File: config.mk
export PLATFORM = sky130hd
export DESIGN_NAME = spindle_motion_sequencer_top
export DESIGN_NICKNAME = d
export VERILOG_FILES = /design/src/design/sms_pkg.sv /design/src/design/spindle_motion_sequencer_top.sv
export SDC_FILE = /design/constraint.sdc
export NUM_CORES = 1
export LEC_CHECK = 0
export BUFFER_PORTS_ARGS = -buffer_cell sky130_fd_sc_hd__buf_2
export CAP_MARGIN = 20
export CELL_PAD_IN_SITES_DETAIL_PLACEMENT = 2
export CELL_PAD_IN_SITES_GLOBAL_PLACEMENT = 2
export CORE_ASPECT_RATIO = 0.75
export CORE_MARGIN = 5
export CORE_UTILIZATION = 40
export DETAILED_ROUTE_END_ITERATION = 8
export PLACE_DENSITY = 0.87
export SYNTH_ARGS = -nofsm -noshare
export SYNTH_HDL_FRONTEND = slang
export SYNTH_SLANG_ARGS = --single-unit
File: constraint.sdc
create_clock -name clock -period 14.2 [get_ports clock]
set_clock_uncertainty 0.2 [all_clocks]
set_input_delay 1.42 -clock clock [delete_from_list [all_inputs] [get_ports clock]]
set_output_delay 1.42 -clock clock [all_outputs]
set_load 0.02 [all_outputs]
File: src/design/sms_pkg.sv
`default_nettype none

package sms_pkg;

   typedef struct packed {
      logic [1:0]  host_command;
      logic [3:0]  goto_buttons;
      logic [2:0]  sample_buttons;
      logic [3:0]  jog_buttons;
      logic [2:0]  position_sensors;
      logic [2:0]  ring_sensors;
      logic [2:0]  sample_sensors;
      logic        test_jumper;
      logic [31:0] time_ms;
      logic [9:0]  speed_sample;
   } req_type;

   typedef struct packed {
      logic [2:0]         mode;
      logic               motor_enabled;
      logic [2:0]         step_mask;
      logic               mode_step_right;
      logic               relay_on;
      logic [1:0]         beep_code;
      logic [3:0]         message_code;
      logic signed [15:0] position;
      logic [15:0]        step_delay_us;
   } rsp_type;

   typedef enum logic [6:0] {
      ST_STOP      = 7'b0000001,
      ST_POS1      = 7'b0000010,
      ST_POS2      = 7'b0000100,
      ST_POS3      = 7'b0001000,
      ST_CATCH_BOT = 7'b0010000,
      ST_CATCH_TOP = 7'b0100000,
      ST_RELEASE   = 7'b1000000
   } state_type;

   localparam logic [2:0] MODE_STOP      = 3'd0;
   localparam logic [2:0] MODE_POS1      = 3'd1;
   localparam logic [2:0] MODE_POS2      = 3'd2;
   localparam logic [2:0] MODE_POS3      = 3'd3;
   localparam logic [2:0] MODE_CATCH_BOT = 3'd4;
   localparam logic [2:0] MODE_CATCH_TOP = 3'd5;
   localparam logic [2:0] MODE_RELEASE   = 3'd6;

   localparam logic [1:0] ACT_NONE    = 2'd0;
   localparam logic [1:0] ACT_STOP    = 2'd1;
   localparam logic [1:0] ACT_GO_POS1 = 2'd2;
   localparam logic [1:0] ACT_GO_POS2 = 2'd3;

   localparam logic [1:0] BEEP_NONE  = 2'd0;
   localparam logic [1:0] BEEP_ATTN  = 2'd1;
   localparam logic [1:0] BEEP_ERR   = 2'd2;
   localparam logic [1:0] BEEP_ALARM = 2'd3;

   localparam logic [3:0] MSG_NONE          = 4'd0;
   localparam logic [3:0] MSG_STOP          = 4'd1;
   localparam logic [3:0] MSG_AT_POS1       = 4'd2;
   localparam logic [3:0] MSG_POS_ERROR     = 4'd3;
   localparam logic [3:0] MSG_IN_POS2       = 4'd4;
   localparam logic [3:0] MSG_NO_CATCH      = 4'd5;
   localparam logic [3:0] MSG_NO_RELEASE    = 4'd6;
   localparam logic [3:0] MSG_OVER_DETECTOR = 4'd7;
   localparam logic [3:0] MSG_CAUGHT        = 4'd8;
   localparam logic [3:0] MSG_FALLING       = 4'd9;
   localparam logic [3:0] MSG_RELEASED      = 4'd10;
   localparam logic [3:0] MSG_TEST_POS2     = 4'd11;
   localparam logic [3:0] MSG_TEST_POS3     = 4'd12;

   localparam logic [1:0] REG_BASE_DELAY  = 2'd0;
   localparam logic [1:0] REG_SPEED_GAIN  = 2'd1;
   localparam logic [1:0] REG_JOG_TIMEOUT = 2'd2;
   localparam logic [1:0] REG_TEST_PERIOD = 2'd3;

   localparam logic [15:0] BASE_DELAY_RESET  = 16'd1000;
   localparam logic [3:0]  SPEED_GAIN_RESET  = 4'd3;
   localparam logic [15:0] JOG_TIMEOUT_RESET = 16'd100;
   localparam logic [15:0] TEST_PERIOD_RESET = 16'd250;

   localparam int RESAMPLE_EVERY = 5;

endpackage

`default_nettype wire

File: src/design/spindle_motion_sequencer_top.sv
// Spindle motion sequencer: one control pass per request beat.
// A request beat carries the decoded host command, the button, sensor and
// jumper bits, the millisecond time and the speed sample. Each request beat
// produces exactly one response beat with the mode, motor enable, step
// requests and direction, relay state, beep and message codes, the step
// position and the current step delay.
// A request is captured in an input register and evaluated against the
// sequencer state once the response register can take a beat; the pass
// logic lies between the input register and the response register. One
// beat per cycle is sustained while the receiver does not stall.
// When the receiver stalls, the response register holds its beat and the
// input register still takes one more request; only when both are full is
// req_stall raised.
// Reset (synchronous, active high) returns the sequencer to stop mode with
// the motor and relay off, position zero, the step delay at 1000 us and the
// configuration registers at their defaults. The configuration registers
// are to be written over the APB port only while no beat is in flight; the
// block itself does not enforce this.
`default_nettype none

module spindle_motion_sequencer_top
   import sms_pkg::*;
#(
   parameter int POSITION_BITS = 16
) (
   input  wire logic        clock,
   input  wire logic        reset,
   input  wire logic        req_valid,
   output logic             req_stall,
   input  wire req_type     req_data,
   output logic             rsp_valid,
   input  wire logic        rsp_stall,
   output rsp_type          rsp_data,
   input  wire logic        psel,
   input  wire logic        penable,
   input  wire logic        pwrite,
   input  wire logic [3:0]  paddr,
   input  wire logic [31:0] pwdata,
   output logic [31:0]      prdata,
   output logic             pready
);

   localparam int PB = POSITION_BITS;
   localparam longint unsigned HALF_RANGE = 64'd1 << (PB - 1);
   localparam logic [2:0] MAX_RES = 3'((HALF_RANGE - 64'd1) % RESAMPLE_EVERY);
   localparam logic [2:0] MIN_RES =
      3'((RESAMPLE_EVERY - (HALF_RANGE % RESAMPLE_EVERY)) % RESAMPLE_EVERY);
   localparam logic [2:0] RES_LAST = 3'(RESAMPLE_EVERY - 1);
   localparam logic [PB-1:0] POS_MAX = {1'b0, {(PB - 1){1'b1}}};
   localparam logic [PB-1:0] POS_MIN = {1'b1, {(PB - 1){1'b0}}};

   logic [15:0] base_delay_ff;
   logic [3:0]  speed_gain_ff;
   logic [15:0] jog_timeout_ff;
   logic [15:0] test_period_ff;
   logic        cfg_write;

   logic        in_valid_ff, in_valid_in;
   req_type     req_ff;
   logic        rsp_valid_ff, rsp_valid_in;
   rsp_type     rsp_ff, rsp_in;
   logic        pass_go;
   logic        load_req;

   state_type   state_ff, state_in;
   logic [1:0]  pend_ff, pend_in;
   logic        motor_ff, motor_in;
   logic        relay_ff, relay_in;
   logic        jog_ff, jog_in;
   logic [PB-1:0] pos_ff, pos_in;
   logic [2:0]  res_ff, res_in;
   logic [15:0] delay_ff, delay_in;
   logic [31:0] last_step_ff, last_step_in;
   logic [31:0] prev_step_ff, prev_step_in;
   logic [31:0] last_test_ff, last_test_in;

   logic        p1, p2, p3;
   logic        hit;
   logic [2:0]  mask;
   logic [1:0]  beep;
   logic [3:0]  msg;
   logic        step_right;
   logic [13:0] gain_product;
   logic [16:0] delay_sum;
   logic [15:0] delay_sample;

   function automatic logic [PB-1:0] step_pos(input logic [PB-1:0] pos, input logic right);
      return right ? pos + PB'(1) : pos - PB'(1);
   endfunction

   function automatic logic [2:0] step_res(input logic [PB-1:0] pos, input logic [2:0] res,
                                           input logic right);
      logic [2:0] r;
      if (right) begin
         if (pos == POS_MAX) r = MIN_RES;
         else if (res == RES_LAST) r = 3'd0;
         else r = res + 3'd1;
      end else begin
         if (pos == POS_MIN) r = MAX_RES;
         else if (res == 3'd0) r = RES_LAST;
         else r = res - 3'd1;
      end
      return r;
   endfunction

   function automatic logic [2:0] mode_code(input state_type st);
      logic [2:0] m;
      unique case (st)
         ST_STOP:      m = MODE_STOP;
         ST_POS1:      m = MODE_POS1;
         ST_POS2:      m = MODE_POS2;
         ST_POS3:      m = MODE_POS3;
         ST_CATCH_BOT: m = MODE_CATCH_BOT;
         ST_CATCH_TOP: m = MODE_CATCH_TOP;
         ST_RELEASE:   m = MODE_RELEASE;
         default:      m = MODE_STOP;
      endcase
      return m;
   endfunction

   // Configuration port.
   assign pready    = 1'b1;
   assign cfg_write = psel && penable && pwrite;

   always_ff @(posedge clock) begin
      if (reset) begin
         base_delay_ff  <= BASE_DELAY_RESET;
         speed_gain_ff  <= SPEED_GAIN_RESET;
         jog_timeout_ff <= JOG_TIMEOUT_RESET;
         test_period_ff <= TEST_PERIOD_RESET;
      end else if (cfg_write) begin
         unique case (paddr[3:2])
            REG_BASE_DELAY:  base_delay_ff  <= pwdata[15:0];
            REG_SPEED_GAIN:  speed_gain_ff  <= pwdata[3:0];
            REG_JOG_TIMEOUT: jog_timeout_ff <= pwdata[15:0];
            REG_TEST_PERIOD: test_period_ff <= pwdata[15:0];
         endcase
      end
   end

   always_comb begin
      unique case (paddr[3:2])
         REG_BASE_DELAY:  prdata = {16'd0, base_delay_ff};
         REG_SPEED_GAIN:  prdata = {28'd0, speed_gain_ff};
         REG_JOG_TIMEOUT: prdata = {16'd0, jog_timeout_ff};
         REG_TEST_PERIOD: prdata = {16'd0, test_period_ff};
      endcase
   end

   // Beat flow: input register, then response register.
   assign pass_go   = in_valid_ff && (!rsp_valid_ff || !rsp_stall);
   assign req_stall = in_valid_ff && !pass_go;
   assign load_req  = req_valid && !req_stall;
   assign rsp_valid = rsp_valid_ff;
   assign rsp_data  = rsp_ff;

   always_comb begin
      if (load_req) in_valid_in = 1'b1;
      else if (pass_go) in_valid_in = 1'b0;
      else in_valid_in = in_valid_ff;

      if (pass_go) rsp_valid_in = 1'b1;
      else if (!rsp_stall) rsp_valid_in = 1'b0;
      else rsp_valid_in = rsp_valid_ff;
   end

   // The resampled delay is the same for every step of a pass.
   assign gain_product = 14'(speed_gain_ff) * 14'(req_ff.speed_sample);
   assign delay_sum    = {1'b0, base_delay_ff} + 17'(gain_product);
   assign delay_sample = delay_sum[16] ? 16'hFFFF : delay_sum[15:0];

   assign p1 = req_ff.position_sensors[0];
   assign p2 = req_ff.position_sensors[1];
   assign p3 = req_ff.position_sensors[2];

   always_comb begin
      state_in     = state_ff;
      pend_in      = (req_ff.host_command != ACT_NONE) ? req_ff.host_command : pend_ff;
      motor_in     = motor_ff;
      relay_in     = relay_ff;
      jog_in       = jog_ff;
      pos_in       = pos_ff;
      res_in       = res_ff;
      last_step_in = last_step_ff;
      prev_step_in = prev_step_ff;
      last_test_in = last_test_ff;
      hit          = 1'b0;
      mask         = 3'd0;
      beep         = BEEP_NONE;
      msg          = MSG_NONE;
      step_right   = 1'b0;

      if (req_ff.goto_buttons[3] || pend_in == ACT_STOP) begin
         pend_in  = ACT_NONE;
         state_in = ST_STOP;
         motor_in = 1'b0;
         msg      = MSG_STOP;
         beep     = BEEP_ATTN;
      end

      if (state_in == ST_STOP) begin
         if (req_ff.goto_buttons[0] || pend_in == ACT_GO_POS1) begin
            pend_in = ACT_NONE;
            if (!p1) begin
               state_in = ST_POS1;
            end else begin
               msg  = MSG_AT_POS1;
               beep = BEEP_ATTN;
            end
         end
         if (req_ff.goto_buttons[1] || pend_in == ACT_GO_POS2) begin
            pend_in = ACT_NONE;
            if (!p2) begin
               if (p1) begin
                  state_in = ST_POS2;
               end else begin
                  msg  = MSG_POS_ERROR;
                  beep = BEEP_ERR;
               end
            end else begin
               msg  = MSG_IN_POS2;
               beep = BEEP_ATTN;
            end
         end
         if (req_ff.goto_buttons[2]) begin
            if (p1) begin
               state_in = ST_POS3;
            end else begin
               msg  = MSG_POS_ERROR;
               beep = BEEP_ERR;
            end
         end
         if (req_ff.sample_buttons[0]) begin
            if (p1) begin
               state_in = ST_CATCH_BOT;
            end else begin
               msg  = MSG_NO_CATCH;
               beep = BEEP_ERR;
            end
         end
         if (req_ff.sample_buttons[1]) begin
            if (p2) begin
               state_in = ST_CATCH_TOP;
            end else begin
               msg  = MSG_NO_CATCH;
               beep = BEEP_ERR;
            end
         end
         if (req_ff.sample_buttons[2]) begin
            if (p2) begin
               state_in = ST_RELEASE;
            end else begin
               msg  = MSG_NO_RELEASE;
               beep = BEEP_ERR;
            end
         end
      end

      unique case (state_in)
         ST_POS1, ST_POS2: begin
            if (!((state_in == ST_POS1) ? p1 : p2)) begin
               last_step_in = req_ff.time_ms;
               step_right   = (state_in == ST_POS2);
               motor_in     = 1'b1;
               res_in       = step_res(pos_in, res_in, step_right);
               pos_in       = step_pos(pos_in, step_right);
               hit          = hit || (res_in == 3'd0);
               mask[0]      = 1'b1;
            end else begin
               msg      = (state_in == ST_POS1) ? MSG_AT_POS1 : MSG_IN_POS2;
               state_in = ST_STOP;
               motor_in = 1'b0;
               beep     = BEEP_ATTN;
            end
         end
         ST_POS3: begin
            if (req_ff.ring_sensors == 3'd0) begin
               step_right = 1'b1;
               motor_in   = 1'b1;
               res_in     = step_res(pos_in, res_in, 1'b1);
               pos_in     = step_pos(pos_in, 1'b1);
               hit        = hit || (res_in == 3'd0);
               mask[0]    = 1'b1;
            end else begin
               state_in = ST_STOP;
               motor_in = 1'b0;
               msg      = MSG_OVER_DETECTOR;
               beep     = BEEP_ATTN;
            end
         end
         ST_CATCH_BOT, ST_CATCH_TOP: begin
            if (req_ff.sample_sensors == 3'b111) begin
               state_in = ST_STOP;
               motor_in = 1'b0;
               relay_in = 1'b1;
               msg      = MSG_CAUGHT;
               beep     = BEEP_ATTN;
            end else begin
               last_step_in = req_ff.time_ms;
               step_right   = 1'b1;
               motor_in     = 1'b1;
               res_in       = step_res(pos_in, res_in, 1'b1);
               pos_in       = step_pos(pos_in, 1'b1);
               hit          = hit || (res_in == 3'd0);
               mask[0]      = 1'b1;
            end
         end
         ST_RELEASE: begin
            relay_in = 1'b0;
            if (req_ff.sample_sensors != 3'd0) begin
               msg  = MSG_FALLING;
               beep = BEEP_ALARM;
            end else begin
               state_in = ST_STOP;
               msg      = MSG_RELEASED;
               beep     = BEEP_ATTN;
            end
         end
         default: begin
         end
      endcase

      if (req_ff.jog_buttons[2]) relay_in = 1'b0;
      if (req_ff.jog_buttons[3]) relay_in = 1'b1;

      if (req_ff.jog_buttons[0]) begin
         jog_in       = 1'b1;
         last_step_in = req_ff.time_ms;
         motor_in     = 1'b1;
         res_in       = step_res(pos_in, res_in, 1'b0);
         pos_in       = step_pos(pos_in, 1'b0);
         hit          = hit || (res_in == 3'd0);
         mask[1]      = 1'b1;
      end
      if (req_ff.jog_buttons[1]) begin
         if (req_ff.ring_sensors != 3'd0) beep = BEEP_ALARM;
         motor_in = 1'b1;
         res_in   = step_res(pos_in, res_in, 1'b1);
         pos_in   = step_pos(pos_in, 1'b1);
         hit      = hit || (res_in == 3'd0);
         mask[2]  = 1'b1;
      end

      if (jog_in) begin
         if ((last_step_in - prev_step_in) < {16'd0, jog_timeout_ff}) begin
            prev_step_in = last_step_in;
         end else begin
            jog_in   = 1'b0;
            motor_in = 1'b0;
         end
      end

      if (req_ff.test_jumper && (req_ff.time_ms - last_test_ff) >= {16'd0, test_period_ff})
      begin
         last_test_in = req_ff.time_ms;
         if (p1) begin
            msg  = MSG_AT_POS1;
            beep = BEEP_ATTN;
         end
         if (p2) begin
            msg  = MSG_TEST_POS2;
            beep = BEEP_ATTN;
         end
         if (p3) begin
            msg  = MSG_TEST_POS3;
            beep = BEEP_ATTN;
         end
      end

      delay_in = hit ? delay_sample : delay_ff;

      rsp_in.mode            = mode_code(state_in);
      rsp_in.motor_enabled   = motor_in;
      rsp_in.step_mask       = mask;
      rsp_in.mode_step_right = step_right;
      rsp_in.relay_on        = relay_in;
      rsp_in.beep_code       = beep;
      rsp_in.message_code    = msg;
      rsp_in.position        = 16'($signed(pos_in));
      rsp_in.step_delay_us   = delay_in;
   end

   always_ff @(posedge clock) begin
      if (reset) begin
         in_valid_ff  <= 1'b0;
         rsp_valid_ff <= 1'b0;
         state_ff     <= ST_STOP;
         pend_ff      <= ACT_NONE;
         motor_ff     <= 1'b0;
         relay_ff     <= 1'b0;
         jog_ff       <= 1'b0;
         pos_ff       <= '0;
         res_ff       <= 3'd0;
         delay_ff     <= BASE_DELAY_RESET;
         last_step_ff <= 32'd0;
         prev_step_ff <= 32'd0;
         last_test_ff <= 32'd0;
      end else begin
         in_valid_ff  <= in_valid_in;
         rsp_valid_ff <= rsp_valid_in;
         if (pass_go) begin
            state_ff     <= state_in;
            pend_ff      <= pend_in;
            motor_ff     <= motor_in;
            relay_ff     <= relay_in;
            jog_ff       <= jog_in;
            pos_ff       <= pos_in;
            res_ff       <= res_in;
            delay_ff     <= delay_in;
            last_step_ff <= last_step_in;
            prev_step_ff <= prev_step_in;
            last_test_ff <= last_test_in;
         end
      end
   end

   always_ff @(posedge clock) begin
      if (load_req) req_ff <= req_data;
      if (pass_go) rsp_ff <= rsp_in;
   end

   // The input register only stalls when the response register is also full.
   assert property (@(posedge clock) disable iff (reset)
      req_stall |-> (in_valid_ff && rsp_valid_ff && rsp_stall))
      else $error("request stalled while the pipeline has room");

   // A response without a mode step never reports a right mode step.
   assert property (@(posedge clock) disable iff (reset)
      (rsp_valid && !rsp_data.step_mask[0]) |-> !rsp_data.mode_step_right)
      else $error("mode step direction set without a mode step");

   // The residue tracker never leaves its range.
   assert property (@(posedge clock) disable iff (reset)
      res_ff <= RES_LAST)
      else $error("position residue out of range");

   // A pass that ends in stop mode never issues a mode step.
   assert property (@(posedge clock) disable iff (reset)
      (rsp_valid && rsp_data.mode == MODE_STOP) |-> !rsp_data.step_mask[0])
      else $error("mode step issued in stop mode");

   // After reset nothing is in flight.
   assert property (@(posedge clock)
      reset |=> (!rsp_valid && !req_stall))
      else $error("beat in flight after reset");

endmodule

`default_nettype wire

# After elaboration in Yosys (flattened, before gate mapping)
# Index checks and enable logic that the tools add are counted.
[totals]
mem_count = 0
elab_cells = 266
ff_bits = 309
input_bits = 108
romBits = 0
latchBits = 0
ramBits = 0
[op_classes]
n_addsub = 11
n_bitwise = 0
order_cmp = 2
eq_ne = 27
n_div = 0
n_mux = 152
n_mul = 1
n_reduce_logical = 37
shifts = 0
[ops]
columns = ["op", "count"]
rows = [
  ["$mux 7", 20],
  ["$mux 16", 8],
  ["$pmux 32 s4", 1],
  ["$mux 32", 3],
  ["$mux 4", 22],
  ["$mux 3", 23],
  ["$mux 2", 34],
  ["$pmux 32 s2", 1],
  ["$sub 32x32->32", 2],
  ["$pmux 16 s3", 1],
  ["$add 16x1->16 const B", 2],
  ["$eq 16x15->1 const B", 2],
  ["$eq 16x16->1 const B", 2],
  ["$ge 32x16->1", 1],
  ["$lt 32x16->1", 1],
  ["$sub 16x1->16 const B", 2],
  ["$mux 1", 29],
  ["$pmux 7 s4", 1],
  ["$logic_not 3->1", 8],
  ["$pmux 3 s6", 1],
  ["$add 16x14->17", 1],
  ["$pmux 4 s4", 1],
  ["$eq 7x2->1 const B", 2],
  ["$eq 7x3->1 const B", 2],
  ["other kinds (25)", 60],
]

# Longest topological paths before layout
[depth]
ltp_word = 41
ltp_mapped = 34
ltp_nobuf = 32

# Worst setup path after synthesis
# OpenSTA, ideal clock, no wires.
[synth_path]
path_kind = "register -> register"
startpoint = "reg req_ff[64] (netlist bit)"
endpoint = "reg prev_step_ff[10]"
setup_time_ps = 123
required_time_ps = 13877
setup_slack_ps = 6472
stages_incl_launch_ff = 33
t_arrival_ps = 7405
n_path_buf = 2
cell_sequence = "edfxtp_1 -> nand4bb_1 -> a211oi_2 -> nand3_1 -> o2111ai_2 -> or3_1 -> o21ai_1 -> nor2_1 -> clkbuf_1 -> mux2i_1 -> inv_1 -> ha_1 -> o21ai_0 -> a21boi_0 -> o21ai_0 -> a21boi_0 -> o21ai_0 -> a21boi_0 -> o31ai_1 -> nand2b_1 -> a21oi_1 -> o21bai_1 -> xor2_1 -> ha_1 -> a21oi_1 -> o211ai_1 -> or4_1 -> or4_1 -> nor4_1 -> o2111ai_1 -> nor3_2 -> buf_2 -> mux2_1"
[synth_via]
elab_chain_len = 30
elab_cells_between_ends = 41
[synth_lines]
columns = ["element", "line_no", "rtl"]
rows = [
  ["from (decl)", "spindle_motion_sequencer_top.sv:59", "req_type req_ff;"],
  ["from (signal assigned)", "spindle_motion_sequencer_top.sv:418", "if (load_req) req_ff <= req_data;"],
  ["$reduce_bool 2->1", "spindle_motion_sequencer_top.sv:178", "pend_in = (req_ff.host_command != ACT_NONE) ? req_ff.host_command : pend_ff;"],
  ["$mux 2 *", "spindle_motion_sequencer_top.sv:178", ""],
  ["$eq 2x1->1", "spindle_motion_sequencer_top.sv:193", "if (req_ff.goto_buttons[3] || pend_in == ACT_STOP) begin"],
  ["$logic_or 1x1->1", "spindle_motion_sequencer_top.sv:193", ""],
  ["$mux 2", "spindle_motion_sequencer_top.sv:193", ""],
  ["$eq 2x2->1", "spindle_motion_sequencer_top.sv:202", "if (req_ff.goto_buttons[0] || pend_in == ACT_GO_POS1) begin"],
  ["$logic_or 1x1->1", "spindle_motion_sequencer_top.sv:202", ""],
  ["$mux 2", "spindle_motion_sequencer_top.sv:202", ""],
  ["[15 not listed]", "--", ""],
  ["$mux 1", "spindle_motion_sequencer_top.sv:261", "if (!((state_in == ST_POS1) ? p1 : p2)) begin"],
  ["$mux 32", "spindle_motion_sequencer_top.sv:261", ""],
  ["$pmux 32 s2 *", "spindle_motion_sequencer_top.sv:259", "unique case (state_in)"],
  ["$mux 32 *", "spindle_motion_sequencer_top.sv:326", "if (req_ff.jog_buttons[0]) begin"],
  ["via last_step_in[2]", "spindle_motion_sequencer_top.sv:73", "logic [31:0] last_step_ff, last_step_in;"],
  ["$sub 32x32->32 *", "spindle_motion_sequencer_top.sv:345", "if ((last_step_in - prev_step_in) < {16'd0, jog_timeout_ff}) begin"],
  ["$lt 32x16->1 *", "spindle_motion_sequencer_top.sv:345", ""],
  ["$reduce_and 3->1 (no source line) *", "--", ""],
  ["to (signal assigned)", "spindle_motion_sequencer_top.sv:411", "prev_step_ff <= prev_step_in;"],
  ["to (decl)", "spindle_motion_sequencer_top.sv:74", "logic [31:0] prev_step_ff, prev_step_in;"],
]
# The timed path passes the listed nets; every way through them passes the cells marked *. The select of a mux whose other input is x is not followed.
# A chain may end at the register's enable or synchronous reset.

# Worst setup path after layout
[layout_path]
startpoint = "reg req_ff, in the netlist p2"
endpoint = "reg prev_step_ff[25]"
[layout_via]
elab_chain_len = 20
elab_cells_between_ends = 25
[layout_lines]
columns = ["element", "line_no", "rtl"]
rows = [
  ["$mux 7", "spindle_motion_sequencer_top.sv:213", "if (!p2) begin"],
  ["$mux 7", "spindle_motion_sequencer_top.sv:211", "if (req_ff.goto_buttons[1] || pend_in == ACT_GO_POS2) begin"],
  ["$mux 7", "spindle_motion_sequencer_top.sv:201", "if (state_in == ST_STOP) begin"],
  ["$mux 7", "spindle_motion_sequencer_top.sv:226", "if (p1) begin"],
  ["$mux 7", "spindle_motion_sequencer_top.sv:225", "if (req_ff.goto_buttons[2]) begin"],
  ["$mux 7", "spindle_motion_sequencer_top.sv:234", "if (p1) begin"],
  ["$mux 7", "spindle_motion_sequencer_top.sv:233", "if (req_ff.sample_buttons[0]) begin"],
  ["$mux 7", "spindle_motion_sequencer_top.sv:242", "if (p2) begin"],
  ["[5 not listed]", "--", ""],
  ["$mux 1", "spindle_motion_sequencer_top.sv:261", ""],
  ["$mux 32", "spindle_motion_sequencer_top.sv:261", ""],
  ["$pmux 32 s2 *", "spindle_motion_sequencer_top.sv:259", ""],
  ["$mux 32 *", "spindle_motion_sequencer_top.sv:326", ""],
  ["via last_step_in[1]", "spindle_motion_sequencer_top.sv:73", ""],
  ["$sub 32x32->32 *", "spindle_motion_sequencer_top.sv:345", ""],
  ["$lt 32x16->1 *", "spindle_motion_sequencer_top.sv:345", ""],
  ["$reduce_and 3->1 (no source line) *", "--", ""],
]
# Marks and branches as above.

==> flow_metrics.py <==
metrics = {
    "floorplanning": {
        "core_region_area_um2": 51800,
        "design.die.area_um2": 57400,
        "floorplan.rows": 72,
        "pin_count": 190,
        "initial_core_util": 0.407,
        "chipHeight_um": 209,
        "die_w_um": 275,
    },
    "clock_tree": {
        "tritoncts": "done",
        "cts_made_buffers": 38,
        "ctsHoldBuffers": 0,
        "ctsRootBufferMaster": "sky130_fd_sc_hd__clkbuf_16",
        "clock_sink_count": 309,
        "insertion_delay_ns": 0.59,
        "post_cts_buffers": 0,
        "path_clk_slew_ns": 0.06,
        "clock_tree.buffer_depth": 3,
        "cts_htree_levels": 2,
        "number_of_gates_given_a_new_drive_strength_after_cts": 0,
    },
    "pwr": {
        "power-per-cell-area_nw_per_um2": 121,
        "static-leakage-power_nw": 9.69,
        "vdd_drop_max_v": 0.0000832,
    },
    "drt": {
        "postRouteAntennaNets": 0,
        "wl_per_cell_um": 24.5,
        "post-route-drc-count": 0,
        "first_iter_violations": 1282,
        "detail_route.vias_per_cell": 5.86,
        "via_count": 19100,
        "routed_wirelength_mm": 80.1,
        "number_of_detailed_route_iterations_in_the_first_pass": 5,
    },
    "critical_path": {
        "crit_path_start_kind": "flip-flop",
        "cp_slowest_cell": "sky130_fd_sc_hd__edfxtp_1",
        "worstPathMaxFanout": 35,
        "cp_data_arrival_time_ns": 10.75,
        "critPathMaxStageDelay_ns": 0.78,
        "crit_required_ns": 14.44,
        "timing.setup.critical_path_class": "reg -> reg",
        "critical_path.endpoint_type": "flip-flop",
        "crit_top_cell": "sky130_fd_sc_hd__o21ai_0",
    },
    "place": {
        "buffer_ports.inserted": 154,
        "placed_area_um2": 22400,
        "post-dp-hpwl_mm": 55.2,
        "place.gp.congestion": 0.854,
        "dp.cells": 3192,
        "detailedPlace.worstSlack_ns": 3.92,
    },
    "layout": {
        "drive_above_1_share": 0.115,
        "area.sequential_um2": 7310,
        "nets": 2798,
        "final-instance-count-excl-fill": 3267,
        "postLayoutCoreUtil": 0.457,
        "stdcell_area_um2": 23700,
        "final_layout_fill_cell_count": 5669,
        "multi_input_area_um2": 12400,
        "syn_to_final_growth_pct": 12.4,
    },
    "synth": {
        "yosys_warns": 0,
        "synth_edf_count": 112,
        "synthesis.area_per_instance_um2": 8.68,
        "ys_async_sr_fraction": 0,
        "flip_flop_and_latch_count_after_synthesis": 309,
        "synth_cell_type_count": 106,
        "netlist_instances": 2427,
        "synth.cell_area_um2": 21100,
        "postSynth.topFlopCell": "sky130_fd_sc_hd__dfxtp_1",
        "synth_seq_area_share": 0.347,
    },
    "job": {
        "maxCapViolCount": 0,
    },
    "sta": {
        "setup_tns_ns": 0,
        "final_worst_setup_slack_ns": 3.69,
        "timing.final.crit_share": 0.740,
        "worst-slew-pin-transition_ns": 1.11,
        "timing_max_transition_violations_final": 0,
        "slew-limit-headroom": 0.262,
        "max_freq_mhz": 95.2,
        "rsz0062_at_grt": "false",
        "timing.final.hold_violations": 0,
        "setup_viol": 0,
        "fin_crit_period_ns": 10.51,
    },
    "global_routing": {
        "grt_pass1_vias": 21000,
        "global_route_wire_length_before_repair_mm": 123,
        "grt-ovfl-total": 0,
        "overall_track_demand_over_capacity_in_global_routing": 0.270,
        "grt_antenna_before_repair": 4,
        "pin_count_of_the_biggest_net_entering_global_routing": 190,
    },
    "status": {
        "outcome": "finished clean",
    },
    "worst_hold_path": {
        "hp-class": "reg -> reg",
    },
}
through the flow:
stage	hold slack, ns	total power, W
after floorplan	0.224	0.00158
after global placement	0.243	0.00176
after detailed placement	0.258	0.00182
after CTS	0.278	0.00287
after global routing	0.294	0.00298
final	0.272	0.00286
layer usage:
metal,routed length (um),GRT usage,part of all wire
met1,35200,0.353,0.44
met5,7,0,0.000087
met2,38700,0.460,0.48
met3,3630,0.0385,0.045
met4,2480,0.0872,0.031
registers in the layout, summed over array words and instances (netlist names), 32 cells and up:
name	cells
last_test_ff	32
req_ff	62
last_step_ff	32
prev_step_ff	32
rsp_data	47
Yosys cell counts, types with 21 or more instances:
master / instances / area share
sky130_fd_sc_hd__nor2_1: 250 / 0.045
sky130_fd_sc_hd__nand2_1: 229 / 0.041
sky130_fd_sc_hd__inv_1: 222 / 0.040
sky130_fd_sc_hd__dfxtp_1: 197 / 0.19
sky130_fd_sc_hd__a21oi_1: 130 / 0.031
sky130_fd_sc_hd__ha_1: 129 / 0.077
sky130_fd_sc_hd__edfxtp_1: 112 / 0.16
sky130_fd_sc_hd__nand2b_1: 103 / 0.031
sky130_fd_sc_hd__mux2i_1: 93 / 0.044
sky130_fd_sc_hd__clkbuf_1: 87 / 0.016
sky130_fd_sc_hd__o21ai_0: 87 / 0.021
sky130_fd_sc_hd__a211oi_1: 59 / 0.021
sky130_fd_sc_hd__nor3_1: 48 / 0.011
sky130_fd_sc_hd__xnor2_1: 47 / 0.020
sky130_fd_sc_hd__mux2_1: 43 / 0.023
sky130_fd_sc_hd__and2_1: 38 / 0.011
sky130_fd_sc_hd__a21o_1: 36 / 0.013
sky130_fd_sc_hd__xor2_1: 34 / 0.014
sky130_fd_sc_hd__nand3_1: 32 / 0.0076
sky130_fd_sc_hd__fa_1: 29 / 0.028
sky130_fd_sc_hd__nand4_1: 22 / 0.0065
sky130_fd_sc_hd__nor2b_1: 21 / 0.0062
sky130_fd_sc_hd__o21bai_1: 21 / 0.0075
placed cells by master (no fill, tap or decap), drive strengths merged, types with 52 or more instances in the layout:
cell / synthesis / routed
mux2: 52 / 52
a211oi: 61 / 61
mux2i: 94 / 94
nand2: 232 / 232
nor2: 250 / 250
nand2b: 103 / 103
ha: 129 / 129
inv: 224 / 227
buf: 37 / 173
clkbuf: 87 / 60
o21ai: 92 / 92
dfxtp: 197 / 197
edfxtp: 112 / 112
a21oi: 131 / 131
logic make-up (layout without fill, tap and decap cells):
| kind of cell | Yosys count | after routing | synth area share |
|---|---|---|---|
| xor gates and xnor gates | 81 | 81 | 0.0337 |
| adders and majority gates | 158 | 158 | 0.104 |
| muxes | 150 | 150 | 0.0769 |
| buffers and inverters | 348 | 467 | 0.0671 |
| DFF | 309 | 309 | 0.347 |
| and+or+nand+nor | 850 | 850 | 0.198 |
| AOI/OAI and AO/OA | 529 | 529 | 0.173 |
| other | 2 | 20 | 0.000357 |
area by class of cell:
cell class | instances | share of cell area
flip-flops and latches | 309 | 0.309
clock buffers | 59 | 0.0483
inverters | 224 | 0.0356
diodes | 3 | 0.000317
well taps | 703 | 0.0372
multi-input cells | 1785 | 0.526
repair buffers | 174 | 0.0400
clock inverters | 10 | 0.00418
worst paths after layout:
check | cells after the start | start | endpoint | slack (ns)
max | 34 | p2 | prev_step_ff[25] | 3.69
min reg2reg | 2 | jog_timeout_ff[9] | jog_timeout_ff[9] | 0.27
min | 2 | jog_timeout_ff[9] | jog_timeout_ff[9] | 0.27
max reg2reg | 34 | p2 | prev_step_ff[25] | 3.69
worst max-delay path: cells and delay by family (launching register included):
family	cells	cell delay, ns
buffers and inverters	3	0.87
xor gates and xnor gates	1	0.15
AOI/OAI and AO/OA	16	3.71
adders and majority gates	2	0.49
DFF	1	0.78
and+or+nand+nor	10	3.27
muxes	2	0.85
power breakdown:
group	switching, W	internal, W	total (W)
Clock	0.000431	0.000576	0.00101
Sequential	0.0000429	0.000976	0.00102
Combinational	0.000531	0.000299	0.000830
Total	0.00100	0.00185	0.00286
No activity file was read; power rests on OpenSTA's default activity.
